<file path="config.mk">
export PLATFORM = sky130hd
export DESIGN_NAME = video_input_auto_switch
export DESIGN_NICKNAME = d
export VERILOG_FILES = /design/src/hw/rtl/vias_pkg.sv /design/src/hw/rtl/vias_front.sv /design/src/hw/rtl/vias_fifo.sv /design/src/hw/rtl/vias_back.sv /design/src/hw/rtl/video_input_auto_switch.sv
export SDC_FILE = /design/constraint.sdc
export NUM_CORES = 1
export LEC_CHECK = 0
export ABC_CLOCK_PERIOD_IN_PS = 6100
export BUFFER_PORTS_ARGS = -buffer_cell sky130_fd_sc_hd__buf_2
export CAP_MARGIN = 10
export CORE_UTILIZATION = 40
export CTS_CLUSTER_DIAMETER = 200
export DETAILED_ROUTE_END_ITERATION = 7
export PLACE_DENSITY = 0.69
export SLEW_MARGIN = 10
export SYNTH_ARGS = -nofsm -noshare
export SYNTH_HDL_FRONTEND = slang
export SYNTH_HIERARCHICAL = 1
export SYNTH_SLANG_ARGS = --single-unit
</file>
<file path="constraint.sdc">
create_clock -name clk -period 6.1 [get_ports clk]
set_clock_uncertainty 0.15 [all_clocks]
set_input_delay 0.305 -clock clk [delete_from_list [all_inputs] [get_ports clk]]
set_output_delay 0.305 -clock clk [all_outputs]
set_load 0.01 [all_outputs]
</file>
<file path="src/hw/rtl/vias_pkg.sv">
// Shared types, register codes and equalizer tables for the input auto-switch.
`default_nettype none
package vias_pkg;

	// Port selection
	localparam int PORT_W        = 2;
	localparam int MASK_W        = 3;
	localparam int NUM_PORTS_DEF = 3;
	localparam logic [PORT_W-1:0] PORT_NONE = 2'd3;

	// Queue between front and back
	localparam int QUEUE_DEPTH_DEF = 2;

	// Configuration port
	localparam int CFG_IDX_W  = 2;
	localparam int CFG_DATA_W = 8;
	localparam logic [CFG_IDX_W-1:0] CFG_FOUR_K_THR  = 2'd0;
	localparam logic [CFG_IDX_W-1:0] CFG_CLK_MARGIN  = 2'd1;
	localparam logic [7:0] FOUR_K_THR_RST = 8'd72;
	localparam logic [7:0] CLK_MARGIN_RST = 8'd2;

	// Device registers and values
	localparam logic [7:0] REG_PORT_SEL  = 8'h0F;
	localparam logic [7:0] REG_OUT_CTRL  = 8'h20;
	localparam logic [7:0] REG_CLK_MEAS  = 8'h05;
	localparam logic [7:0] REG_LDO       = 8'h36;
	localparam logic [7:0] DAT_PORT_OFF  = 8'h03;
	localparam logic [7:0] DAT_MUTE      = 8'h03;
	localparam logic [7:0] DAT_UNMUTE    = 8'h0F;
	localparam logic [7:0] DAT_MEAS_RST  = 8'h03;
	localparam logic [7:0] DAT_MEAS_RUN  = 8'h07;
	localparam logic [7:0] DAT_LDO_OFF   = 8'h81;

	// Equalizer table
	localparam int EQ_LEN   = 10;
	localparam int EQ_IDX_W = $clog2(EQ_LEN);

	// Clock action of one poll
	localparam logic [1:0] CLK_ACT_NONE = 2'd0;
	localparam logic [1:0] CLK_ACT_MUTE = 2'd1;
	localparam logic [1:0] CLK_ACT_EQ   = 2'd2;

	// Work plan of one poll, handed from front to back
	typedef struct packed {
		logic              search_fail;
		logic              do_switch;
		logic [PORT_W-1:0] port;
		logic [1:0]        clk_act;
		logic              four_k;
	} plan_t;

	function automatic logic [7:0] eq_addr_f(input logic [EQ_IDX_W-1:0] idx);
		logic [7:0] a;
		case (idx)
			4'd0: a = 8'h11;
			4'd1: a = 8'h12;
			4'd2: a = 8'h13;
			4'd3: a = 8'h14;
			4'd4: a = 8'h18;
			4'd5: a = 8'h19;
			4'd6: a = 8'h1E;
			4'd7: a = 8'h21;
			4'd8: a = 8'h22;
			4'd9: a = 8'h25;
			default: a = 8'h00;
		endcase
		return a;
	endfunction

	function automatic logic [7:0] eq_data_f(input logic [EQ_IDX_W-1:0] idx,
			input logic four_k);
		logic [7:0] d;
		if (four_k) begin
			case (idx)
				4'd0: d = 8'h2F;
				4'd1: d = 8'h00;
				4'd2: d = 8'h00;
				4'd3: d = 8'h00;
				4'd4: d = 8'h00;
				4'd5: d = 8'h77;
				4'd6: d = 8'h0B;
				4'd7: d = 8'h7D;
				4'd8: d = 8'h70;
				4'd9: d = 8'h30;
				default: d = 8'h00;
			endcase
		end else begin
			case (idx)
				4'd0: d = 8'h2E;
				4'd1: d = 8'h02;
				4'd2: d = 8'h73;
				4'd3: d = 8'h33;
				4'd4: d = 8'h00;
				4'd5: d = 8'h00;
				4'd6: d = 8'h0B;
				4'd7: d = 8'h73;
				4'd8: d = 8'h00;
				4'd9: d = 8'h22;
				default: d = 8'h00;
			endcase
		end
		return d;
	endfunction

endpackage
`default_nettype wire

</file>
<file path="src/hw/rtl/vias_front.sv">
// Front end: accepts polls, tracks power and clock state, and plans the writes.
`default_nettype none
module vias_front import vias_pkg::*; #(
	parameter int NUM_PORTS = NUM_PORTS_DEF
) (
	input  wire logic                  clk,
	input  wire logic                  arst_n,
	input  wire logic                  in_valid,
	output logic                       in_ready,
	input  wire logic                  hold_power_logic,
	input  wire logic [MASK_W-1:0]     rx_5v,
	input  wire logic [7:0]            freq_before,
	input  wire logic [7:0]            freq_after,
	input  wire logic                  cfg_we,
	input  wire logic [CFG_IDX_W-1:0]  cfg_idx,
	input  wire logic [CFG_DATA_W-1:0] cfg_wdata,
	output logic                       plan_push,
	output plan_t                      plan,
	input  wire logic                  plan_room
);

	localparam logic [PORT_W-1:0] NP = PORT_W'(NUM_PORTS);

	logic [7:0]        four_k_thr_q;
	logic [7:0]        clk_margin_q;
	logic [MASK_W-1:0] power_mask_q;
	logic [PORT_W-1:0] selected_q;
	logic [PORT_W-1:0] applied_q;
	logic              first_loss_q;
	logic [7:0]        last_clock_q;
	logic              four_k_q;

	logic [MASK_W-1:0] risen, lost;
	logic              lost_app;
	logic [PORT_W:0]   srch;
	logic              srch_run, srch_fail;
	logic [PORT_W-1:0] sel_n, app_n;
	logic              first_loss_n;
	logic              do_switch;
	logic [7:0]        clk_v, diff;
	logic              clk_upd;
	logic              four_k_n;
	logic [1:0]        clk_act;
	logic              accept;

	// Round-robin: step from start, stop at the first powered port
	function automatic logic [PORT_W:0] search_f(input logic [PORT_W-1:0] start,
			input logic [MASK_W-1:0] mask);
		logic [PORT_W-1:0] s;
		logic              found;
		s = start;
		found = 1'b0;
		for (int i = 0; i < NUM_PORTS; i++) begin
			if (!found) begin
				if (s >= NP - 1'b1)
					s = '0;
				else
					s = s + 1'b1;
				if (mask[s])
					found = 1'b1;
			end
		end
		return {found, s};
	endfunction

	assign in_ready = plan_room;
	assign accept   = in_valid && plan_room;

	// Power step
	always_comb begin
		risen        = rx_5v & ~power_mask_q;
		lost         = power_mask_q & ~rx_5v;
		lost_app     = (applied_q != PORT_NONE) ? lost[applied_q] : 1'b0;
		sel_n        = selected_q;
		app_n        = applied_q;
		first_loss_n = first_loss_q;
		srch_run     = 1'b0;
		srch         = search_f(applied_q, rx_5v);
		if (!hold_power_logic && rx_5v != power_mask_q) begin
			if (risen != '0) begin
				app_n = PORT_NONE;
				for (int i = NUM_PORTS - 1; i >= 0; i--) begin
					if (risen[i])
						sel_n = PORT_W'(i);
				end
			end else if (!first_loss_q && rx_5v != '0) begin
				if (lost_app || rx_5v[2]) begin
					app_n        = PORT_NONE;
					srch         = search_f(PORT_NONE, rx_5v);
					srch_run     = 1'b1;
					first_loss_n = 1'b1;
				end
			end else if (lost_app) begin
				srch_run = 1'b1;
			end
		end
		srch_fail = srch_run && !srch[PORT_W];
		if (srch_run)
			sel_n = srch[PORT_W-1:0];
		// Switch step
		do_switch = (sel_n != app_n) && (sel_n < NP);
		if (do_switch)
			app_n = sel_n;
	end

	// Clock step
	always_comb begin
		clk_v    = (freq_before == freq_after) ? 8'd0 : freq_before;
		diff     = (clk_v >= last_clock_q) ? clk_v - last_clock_q : last_clock_q - clk_v;
		clk_upd  = diff >= clk_margin_q;
		four_k_n = four_k_q;
		clk_act  = CLK_ACT_NONE;
		if (clk_upd) begin
			if (clk_v == 8'd0) begin
				clk_act = CLK_ACT_MUTE;
			end else begin
				clk_act  = CLK_ACT_EQ;
				four_k_n = clk_v > four_k_thr_q;
			end
		end
	end

	assign plan_push        = accept;
	assign plan.search_fail = srch_fail;
	assign plan.do_switch   = do_switch;
	assign plan.port        = sel_n;
	assign plan.clk_act     = clk_act;
	assign plan.four_k      = four_k_n;

	// Configuration registers
	always_ff @(posedge clk or negedge arst_n) begin
		if (!arst_n) begin
			four_k_thr_q <= FOUR_K_THR_RST;
			clk_margin_q <= CLK_MARGIN_RST;
		end else if (cfg_we) begin
			unique case (cfg_idx)
				CFG_FOUR_K_THR: four_k_thr_q <= cfg_wdata;
				CFG_CLK_MARGIN: clk_margin_q <= cfg_wdata;
				default: ;
			endcase
		end
	end

	// Commit poll state
	always_ff @(posedge clk or negedge arst_n) begin
		if (!arst_n) begin
			power_mask_q <= '0;
			selected_q   <= '0;
			applied_q    <= '0;
			first_loss_q <= 1'b0;
			last_clock_q <= '0;
			four_k_q     <= 1'b0;
		end else if (accept) begin
			if (!hold_power_logic)
				power_mask_q <= rx_5v;
			selected_q   <= sel_n;
			applied_q    <= app_n;
			first_loss_q <= first_loss_n;
			four_k_q     <= four_k_n;
			if (clk_upd)
				last_clock_q <= clk_v;
		end
	end

endmodule
`default_nettype wire

</file>
<file path="src/hw/rtl/vias_fifo.sv">
// Short plan queue between the front end and the write sequencer.
`default_nettype none
module vias_fifo import vias_pkg::*; #(
	parameter int DEPTH = QUEUE_DEPTH_DEF
) (
	input  wire logic  clk,
	input  wire logic  arst_n,
	input  wire logic  wr_en,
	input  wire plan_t wr_data,
	output logic       wr_room,
	input  wire logic  rd_en,
	output plan_t      rd_data,
	output logic       rd_valid
);

	localparam int PTR_W = $clog2(DEPTH);
	localparam int CNT_W = $clog2(DEPTH + 1);
	localparam logic [PTR_W-1:0] LAST_PTR = PTR_W'(DEPTH - 1);
	localparam logic [CNT_W-1:0] FULL_CNT = CNT_W'(DEPTH);

	plan_t            slot_q [DEPTH];
	logic [PTR_W-1:0] wr_ptr_q, rd_ptr_q;
	logic [CNT_W-1:0] count_q;
	logic             do_wr, do_rd;

	assign wr_room  = count_q != FULL_CNT;
	assign rd_valid = count_q != '0;
	assign rd_data  = slot_q[rd_ptr_q];
	assign do_wr    = wr_en && wr_room;
	assign do_rd    = rd_en && rd_valid;

	// Store plan
	always_ff @(posedge clk) begin
		if (do_wr)
			slot_q[wr_ptr_q] <= wr_data;
	end

	// Advance pointers and fill count
	always_ff @(posedge clk or negedge arst_n) begin
		if (!arst_n) begin
			wr_ptr_q <= '0;
			rd_ptr_q <= '0;
			count_q  <= '0;
		end else begin
			if (do_wr)
				wr_ptr_q <= (wr_ptr_q == LAST_PTR) ? '0 : wr_ptr_q + 1'b1;
			if (do_rd)
				rd_ptr_q <= (rd_ptr_q == LAST_PTR) ? '0 : rd_ptr_q + 1'b1;
			if (do_wr && !do_rd)
				count_q <= count_q + 1'b1;
			else if (do_rd && !do_wr)
				count_q <= count_q - 1'b1;
		end
	end

endmodule
`default_nettype wire

</file>
<file path="src/hw/rtl/vias_back.sv">
// Write sequencer: plan to device reg writes, one per cycle unless stalled.
`default_nettype none
module vias_back import vias_pkg::*; (
	input  wire logic       clk,
	input  wire logic       arst_n,
	input  wire plan_t      plan_in,
	input  wire logic       plan_valid,
	output logic            plan_pop,
	output logic            out_valid,
	input  wire logic       out_ready,
	output logic [7:0]      reg_addr,
	output logic [7:0]      reg_data,
	output logic            last
);

	localparam logic [3:0] ST_SRCH  = 4'd0;
	localparam logic [3:0] ST_SW0   = 4'd1;
	localparam logic [3:0] ST_SW1   = 4'd2;
	localparam logic [3:0] ST_SW2   = 4'd3;
	localparam logic [3:0] ST_CK0   = 4'd4;
	localparam logic [3:0] ST_CK1   = 4'd5;
	localparam logic [3:0] ST_MUTE  = 4'd6;
	localparam logic [3:0] ST_EQ    = 4'd7;
	localparam logic [3:0] ST_EQEND = 4'd8;
	localparam logic [3:0] ST_LDO   = 4'd9;

	localparam logic [EQ_IDX_W-1:0] EQ_LAST = EQ_IDX_W'(EQ_LEN - 1);

	plan_t               plan_q;
	logic                busy_q;
	logic [3:0]          step_q;
	logic [EQ_IDX_W-1:0] eq_idx_q;
	logic                out_valid_q;
	logic [7:0]          reg_addr_q, reg_data_q;
	logic                last_q;

	logic                adv;
	logic [3:0]          first_step, next_step;
	logic [7:0]          cur_addr, cur_data;
	logic                cur_last;

	assign adv      = busy_q && (!out_valid_q || out_ready);
	assign plan_pop = !busy_q && plan_valid;

	// Pick the opening write of a new plan
	always_comb begin
		if (plan_in.search_fail)
			first_step = ST_SRCH;
		else if (plan_in.do_switch)
			first_step = ST_SW0;
		else
			first_step = ST_CK0;
	end

	// Decode current write and the step after it
	always_comb begin
		cur_addr  = REG_LDO;
		cur_data  = DAT_LDO_OFF;
		cur_last  = 1'b0;
		next_step = ST_LDO;
		unique case (step_q)
			ST_SRCH: begin
				cur_addr  = REG_PORT_SEL;
				cur_data  = DAT_PORT_OFF;
				next_step = plan_q.do_switch ? ST_SW0 : ST_CK0;
			end
			ST_SW0: begin
				cur_addr  = REG_OUT_CTRL;
				cur_data  = DAT_MUTE;
				next_step = ST_SW1;
			end
			ST_SW1: begin
				cur_addr  = REG_PORT_SEL;
				cur_data  = DAT_PORT_OFF;
				next_step = ST_SW2;
			end
			ST_SW2: begin
				cur_addr  = REG_PORT_SEL;
				cur_data  = {{(8 - PORT_W){1'b0}}, plan_q.port};
				next_step = ST_CK0;
			end
			ST_CK0: begin
				cur_addr  = REG_CLK_MEAS;
				cur_data  = DAT_MEAS_RST;
				next_step = ST_CK1;
			end
			ST_CK1: begin
				cur_addr = REG_CLK_MEAS;
				cur_data = DAT_MEAS_RUN;
				case (plan_q.clk_act)
					CLK_ACT_MUTE: next_step = ST_MUTE;
					CLK_ACT_EQ:   next_step = ST_EQ;
					default:      next_step = ST_LDO;
				endcase
			end
			ST_MUTE: begin
				cur_addr  = REG_OUT_CTRL;
				cur_data  = DAT_MUTE;
				next_step = ST_LDO;
			end
			ST_EQ: begin
				cur_addr  = eq_addr_f(eq_idx_q);
				cur_data  = eq_data_f(eq_idx_q, plan_q.four_k);
				next_step = (eq_idx_q == EQ_LAST) ? ST_EQEND : ST_EQ;
			end
			ST_EQEND: begin
				cur_addr  = REG_OUT_CTRL;
				cur_data  = DAT_UNMUTE;
				next_step = ST_LDO;
			end
			ST_LDO: begin
				cur_last  = 1'b1;
				next_step = ST_LDO;
			end
			default: begin
				cur_last  = 1'b1;
				next_step = ST_LDO;
			end
		endcase
	end

	// Load plan
	always_ff @(posedge clk) begin
		if (plan_pop)
			plan_q <= plan_in;
	end

	// Step through the writes of the plan
	always_ff @(posedge clk or negedge arst_n) begin
		if (!arst_n) begin
			busy_q   <= 1'b0;
			step_q   <= ST_LDO;
			eq_idx_q <= '0;
		end else if (plan_pop) begin
			busy_q   <= 1'b1;
			step_q   <= first_step;
			eq_idx_q <= '0;
		end else if (adv) begin
			step_q <= next_step;
			if (step_q == ST_EQ)
				eq_idx_q <= eq_idx_q + 1'b1;
			if (step_q == ST_LDO)
				busy_q <= 1'b0;
		end
	end

	// Hold the write until the request is taken
	always_ff @(posedge clk or negedge arst_n) begin
		if (!arst_n) begin
			out_valid_q <= 1'b0;
		end else if (adv) begin
			out_valid_q <= 1'b1;
		end else if (out_ready) begin
			out_valid_q <= 1'b0;
		end
	end

	always_ff @(posedge clk) begin
		if (adv) begin
			reg_addr_q <= cur_addr;
			reg_data_q <= cur_data;
			last_q     <= cur_last;
		end
	end

	assign out_valid = out_valid_q;
	assign reg_addr  = reg_addr_q;
	assign reg_data  = reg_data_q;
	assign last      = last_q;

endmodule
`default_nettype wire

</file>
<file path="src/hw/rtl/video_input_auto_switch.sv">
// Video input auto-switch: each poll request updates port power and clock state and
// produces a burst of device register writes, the final one flagged by last. The front
// end takes one poll per cycle while its plan queue (two entries by default) has room;
// the write sequencer issues one write per cycle while out_ready takes them, 3 to 18
// writes per poll, and sets the pace of a steady stream of polls. Configuration writes
// take effect at once; the user must make them while idle, not enforced by the block.
`default_nettype none
module video_input_auto_switch import vias_pkg::*; #(
	parameter int NUM_PORTS   = NUM_PORTS_DEF,
	parameter int QUEUE_DEPTH = QUEUE_DEPTH_DEF
) (
	input  wire logic                  clk,
	input  wire logic                  arst_n,
	input  wire logic                  in_valid,
	output logic                       in_ready,
	input  wire logic                  hold_power_logic,
	input  wire logic [MASK_W-1:0]     rx_5v,
	input  wire logic [7:0]            freq_before,
	input  wire logic [7:0]            freq_after,
	output logic                       out_valid,
	input  wire logic                  out_ready,
	output logic [7:0]                 reg_addr,
	output logic [7:0]                 reg_data,
	output logic                       last,
	input  wire logic                  cfg_we,
	input  wire logic [CFG_IDX_W-1:0]  cfg_idx,
	input  wire logic [CFG_DATA_W-1:0] cfg_wdata
);

	plan_t plan_wr, plan_rd;
	logic  plan_push, plan_room, plan_pop, plan_valid;

	vias_front #(
		.NUM_PORTS(NUM_PORTS)
	) u_front (
		.clk(clk),
		.arst_n(arst_n),
		.in_valid(in_valid),
		.in_ready(in_ready),
		.hold_power_logic(hold_power_logic),
		.rx_5v(rx_5v),
		.freq_before(freq_before),
		.freq_after(freq_after),
		.cfg_we(cfg_we),
		.cfg_idx(cfg_idx),
		.cfg_wdata(cfg_wdata),
		.plan_push(plan_push),
		.plan(plan_wr),
		.plan_room(plan_room)
	);

	vias_fifo #(
		.DEPTH(QUEUE_DEPTH)
	) u_fifo (
		.clk(clk),
		.arst_n(arst_n),
		.wr_en(plan_push),
		.wr_data(plan_wr),
		.wr_room(plan_room),
		.rd_en(plan_pop),
		.rd_data(plan_rd),
		.rd_valid(plan_valid)
	);

	vias_back u_back (
		.clk(clk),
		.arst_n(arst_n),
		.plan_in(plan_rd),
		.plan_valid(plan_valid),
		.plan_pop(plan_pop),
		.out_valid(out_valid),
		.out_ready(out_ready),
		.reg_addr(reg_addr),
		.reg_data(reg_data),
		.last(last)
	);

	// The final write of every poll is the LDO-off write
	a_last_is_ldo: assert property (@(posedge clk) disable iff (!arst_n)
		out_valid && last |-> reg_addr == REG_LDO && reg_data == DAT_LDO_OFF)
		else $error("last flag on a write other than LDO-off");

	// Writes of one poll come without gaps once the previous one is taken
	a_burst_no_gap: assert property (@(posedge clk) disable iff (!arst_n)
		out_valid && out_ready && !last |=> out_valid)
		else $error("gap inside a poll write burst");

	// LDO-off is never left out: the LDO register is written only as the last write
	a_ldo_only_last: assert property (@(posedge clk) disable iff (!arst_n)
		out_valid && reg_addr == REG_LDO |-> last)
		else $error("LDO write without last flag");

endmodule
`default_nettype wire
</file>
==> results.md <==
- Max FO, Critical Path: 11
- P_sw: 1.161 mW
- Max Freq: 197.1 MHz
- HPWL Detailed: 8951 um
- Sum of negative setup slack: 0 ns
- Final Hold Viols: 0
- Max-Cap Viols: 0
- GRT Total Usage: 17.24%
- Post-synth top cells: inv_1 (55), nand2_1 (49), ha_1 (48), o21ai_0 (48), dfrtp_1 (42)
- Tightest Pin Transition: 0.7555 ns
- Sequential Power Share: 33.0%
- Setup slack after layout: 1.027 ns
- Combinational Power Share: 47.6%
- Cell variety after synth: 81
- Hold Path Class: in -> reg
- IO buf count: 51
- Largest net degree at the start of global routing: 48
- Multi-input logic area: 3074 um^2
- Top-area cell type share of the netlist area: 18.56%
- Most common cell in the netlist: inv_1
- # fillers: 1,306
- DRT Pass-1 Iters: 4
- Register area: 2233 um^2
- Synth Register Bits: 82
- Layout cells sized above 1: 19.33%
- Worst endpoint required time: 6.17 ns
- Mapped cell area: 5664 um^2
- Via count: 4,378
- Diode count: 0
- Placer Congestion: 0.8643
- Die area: 14,640 um^2
- Peak supply drop: 0.2090 mV
- Row Count: 43
- Num CTS Buffers: 9
- Register area share after synthesis: 39.43%
- Die width: 121.0 um
- Postcts setup bufs: 0
- RSZ-0062 raised after global routing: no
- Core Area: 13,830 um^2
- Min Tclk post-route: 5.073 ns
- Initial antenna violation count: 0
- Area leader, netlist: dfrtp_1
- Setup-failing EPs final: 0
- DR WL/cell: 14.63 um
- CTS Buffer Depth: 2
- Die Y-Extent: 121.0 um
- Worst-path clk slew: 0.06 ns
- Clock Sinks: 82
- Io pins: 54
- Mean area per synthesized cell: 9.649 um^2
- DRC Markers: 0
- Crit Path Category: in -> reg
- First-pass GRT wire length: 19,950 um
- Nets: 711
- WL final: 11,860 um
- Ys async rst share: 57.32%
- Dominant synthesized flop cell: dfrtp_1
- Worst skew pair latency: 0.34 ns
- Post-Syn Instances: 587
- Vias in the first global route: 4,261
- Initial Util: 40.96%
- Post-synth EDFFs: 35
- Slew margin rel.: 49.63%
- Slew Viols, Final: 0
- Htree depth: 3
- GR Overflow Total: 0
- Worst setup EP type: flip-flop
- Int Pwr: 1.820 mW
- CTS tree: done
- ANT nets after route: 0
- Lkg Pwr: 2.774 nW
- Clock Power Share: 19.4%
- Initial DRC count: 284
- Synth Warn #: 6
- P per Cell Area: 468.8 nW/um^2
- Net Sw Frac: 38.94%
- Vias per cell: 5.398
- Crit path arrival time: 5.14 ns
- Crit path launch type: primary input
- Clk root buf: clkbuf_16
- Layout area overhead: 12.26%
- Place WS: 0.7311 ns
- Fin crit share: 83.16%
- Top cells by area, synth: dfrtp_1 (19%), edfxtp_1 (19%), ha_1 (11%)
- Status: completed
==> final timing paths <==
path / startpoint / endpoint / slack (ns) / cells past startpoint
setup / recovery: freq_before[0] / u_front/last_clock_q[7]$_DFFE_PN0P_ / 1.03 / 21
hold / removal: cfg_wdata[5] / u_front/four_k_thr_q[5]$_DFFE_PN0P_ / 0.05 / 3
setup reg to reg: u_front/last_clock_q[0]$_DFFE_PN0P_ / u_front/last_clock_q[7]$_DFFE_PN0P_ / 1.68 / 16
hold reg to reg: u_fifo/wr_ptr_q$_DFFE_PN0N_ / u_fifo/wr_ptr_q$_DFFE_PN0N_ / 0.35 / 1
max in group asynchronous: arst_n / u_front/four_k_thr_q[2]$_DFFE_PN0P_ / 4.95 / 3
min in group asynchronous: arst_n / u_front/power_mask_q[0]$_DFFE_PN0P_ / 0.44 / 3
==> power groups by stage <==
stage	clock network [mW]	logic [mW]	registers (mW)
4_1_cts	0.592	1.42	0.984
2_1_floorplan	0	1.15	0.930
6_report	0.577	1.42	0.985
5_1_grt	0.615	1.60	1.01
3_5_place_dp	0	1.41	0.992
3_3_place_gp	0	1.38	0.984
==> worst max-delay path, cell delays in order <==
cell and delay [ns]:
buf_2 0.12, xor2_1 0.16, nor4_1 0.28, nand2_1 0.23
nand2_1 0.23, ha_1 0.20, inv_1 0.05, fa_1 0.39
nand3_1 0.12, nand2_2 0.07, o41a_4 0.46, o21ai_4 0.21
nand2_2 0.12, a2111oi_1 0.37, ha_1 0.31, a21o_1 0.18
a221o_1 0.34, a31oi_1 0.16, buf_4 0.20, nand2b_1 0.25
mux2_2 0.36
==> cell usage in the layout, fill, tap and decap left out, types with 5 or more instances in the layout <==
cell type and n:
dfrtp_1 42, nor4_1 6, and3_1 6, nor2b_1 13, nand2_1 49, o21ai_0 48
nor2_1 27, o21a_1 9, nor3_1 14, mux2i_1 6, a211oi_1 8, o22ai_1 5
edfxtp_1 35, a31oi_1 6, inv_1 55, xor2_1 10, dfstp_2 5, nand3_1 8
a21oi_1 27, o211ai_1 5, buf_2 51, ha_1 48, nand2b_1 11, mux2_2 23
nand3b_1 5, clkbuf_16 11
==> metal layers <==
metal / vias to the layer above / track usage (%) / part of all wire (%)
met5: - / 0 / 0
met4: 0 / 6.404 / 1.9
met3: 21 / 3.618 / 3.7
met2: 100 / 28.46 / 48
met1: 2074 / 22.16 / 46
li1: 2183 / - / -
==> logic make-up (layout without fill, tap and decap cells) <==
kind of cell / Yosys count / in the layout / synth area share [%]
simple gates: 173 / 173 / 16.35
compound gates: 154 / 154 / 18.69
buf+inv: 84 / 127 / 6.362
flops: 82 / 82 / 39.43
fa+ha+maj: 50 / 50 / 11.31
mux: 29 / 29 / 5.633
xor+xnor: 14 / 14 / 2.165
other cells: 1 / 2 / 0.06621
==> registers in the layout, indices dropped and copies added, names as in the netlist <==
name                  flops
u_fifo/slot_q            14
u_back/reg_data           8
u_front/clk_margin_q      8
u_front/four_k_thr_q      8
u_front/last_clock_q      8
u_back/plan_q             6
u_back/reg_addr           6
u_back/eq_idx_q           4
u_back/step_q             4
u_front/power_mask_q      3
u_fifo/count_q            2
u_front/applied_q         2
u_front/selected_q        2
u_back/busy_q             1
u_back/last               1
u_back/out_valid          1
u_fifo/rd_ptr_q           1
u_fifo/wr_ptr_q           1
u_front/first_loss_q      1
u_front/four_k_q          1
==> through the flow <==
| stage | area (um^2) | util (%) | power (mW) | hold slack, ns | instances |
|---|---|---|---|---|---|
| final | 6359 | 45.99 | 2.981 | 0.05277 | 811 |
| after global routing | 6359 | 45.99 | 3.228 | 0.06774 | 811 |
| after CTS | 6359 | 45.99 | 2.997 | 0.04338 | 811 |
| after detailed placement | 6021 | 43.54 | 2.405 | 0.2986 | 794 |
| after global placement | 6021 | 43.54 | 2.360 | 0.2886 | 794 |
| after floorplan | 5668 | - | 2.076 | -0.1406 | 588 |
==> final cells by class <==
cell class | instances | area share, %
clock buffer | 13 | 4.506
clock inverter | 3 | 0.6494
inverter | 56 | 3.306
multi-input combinational | 422 | 48.35
sequential | 82 | 35.12
tap | 180 | 3.542
timing repair buffer | 55 | 4.526
==> what timing repair did <==
item / CTS / global route
endpoints found under the hold margin: 42 / 0
endpoints found under the setup margin: 0 / 0
resized for setup: 0 / 0
hold buffers: 1 / 0
Power figures use the tool's default switching activity.
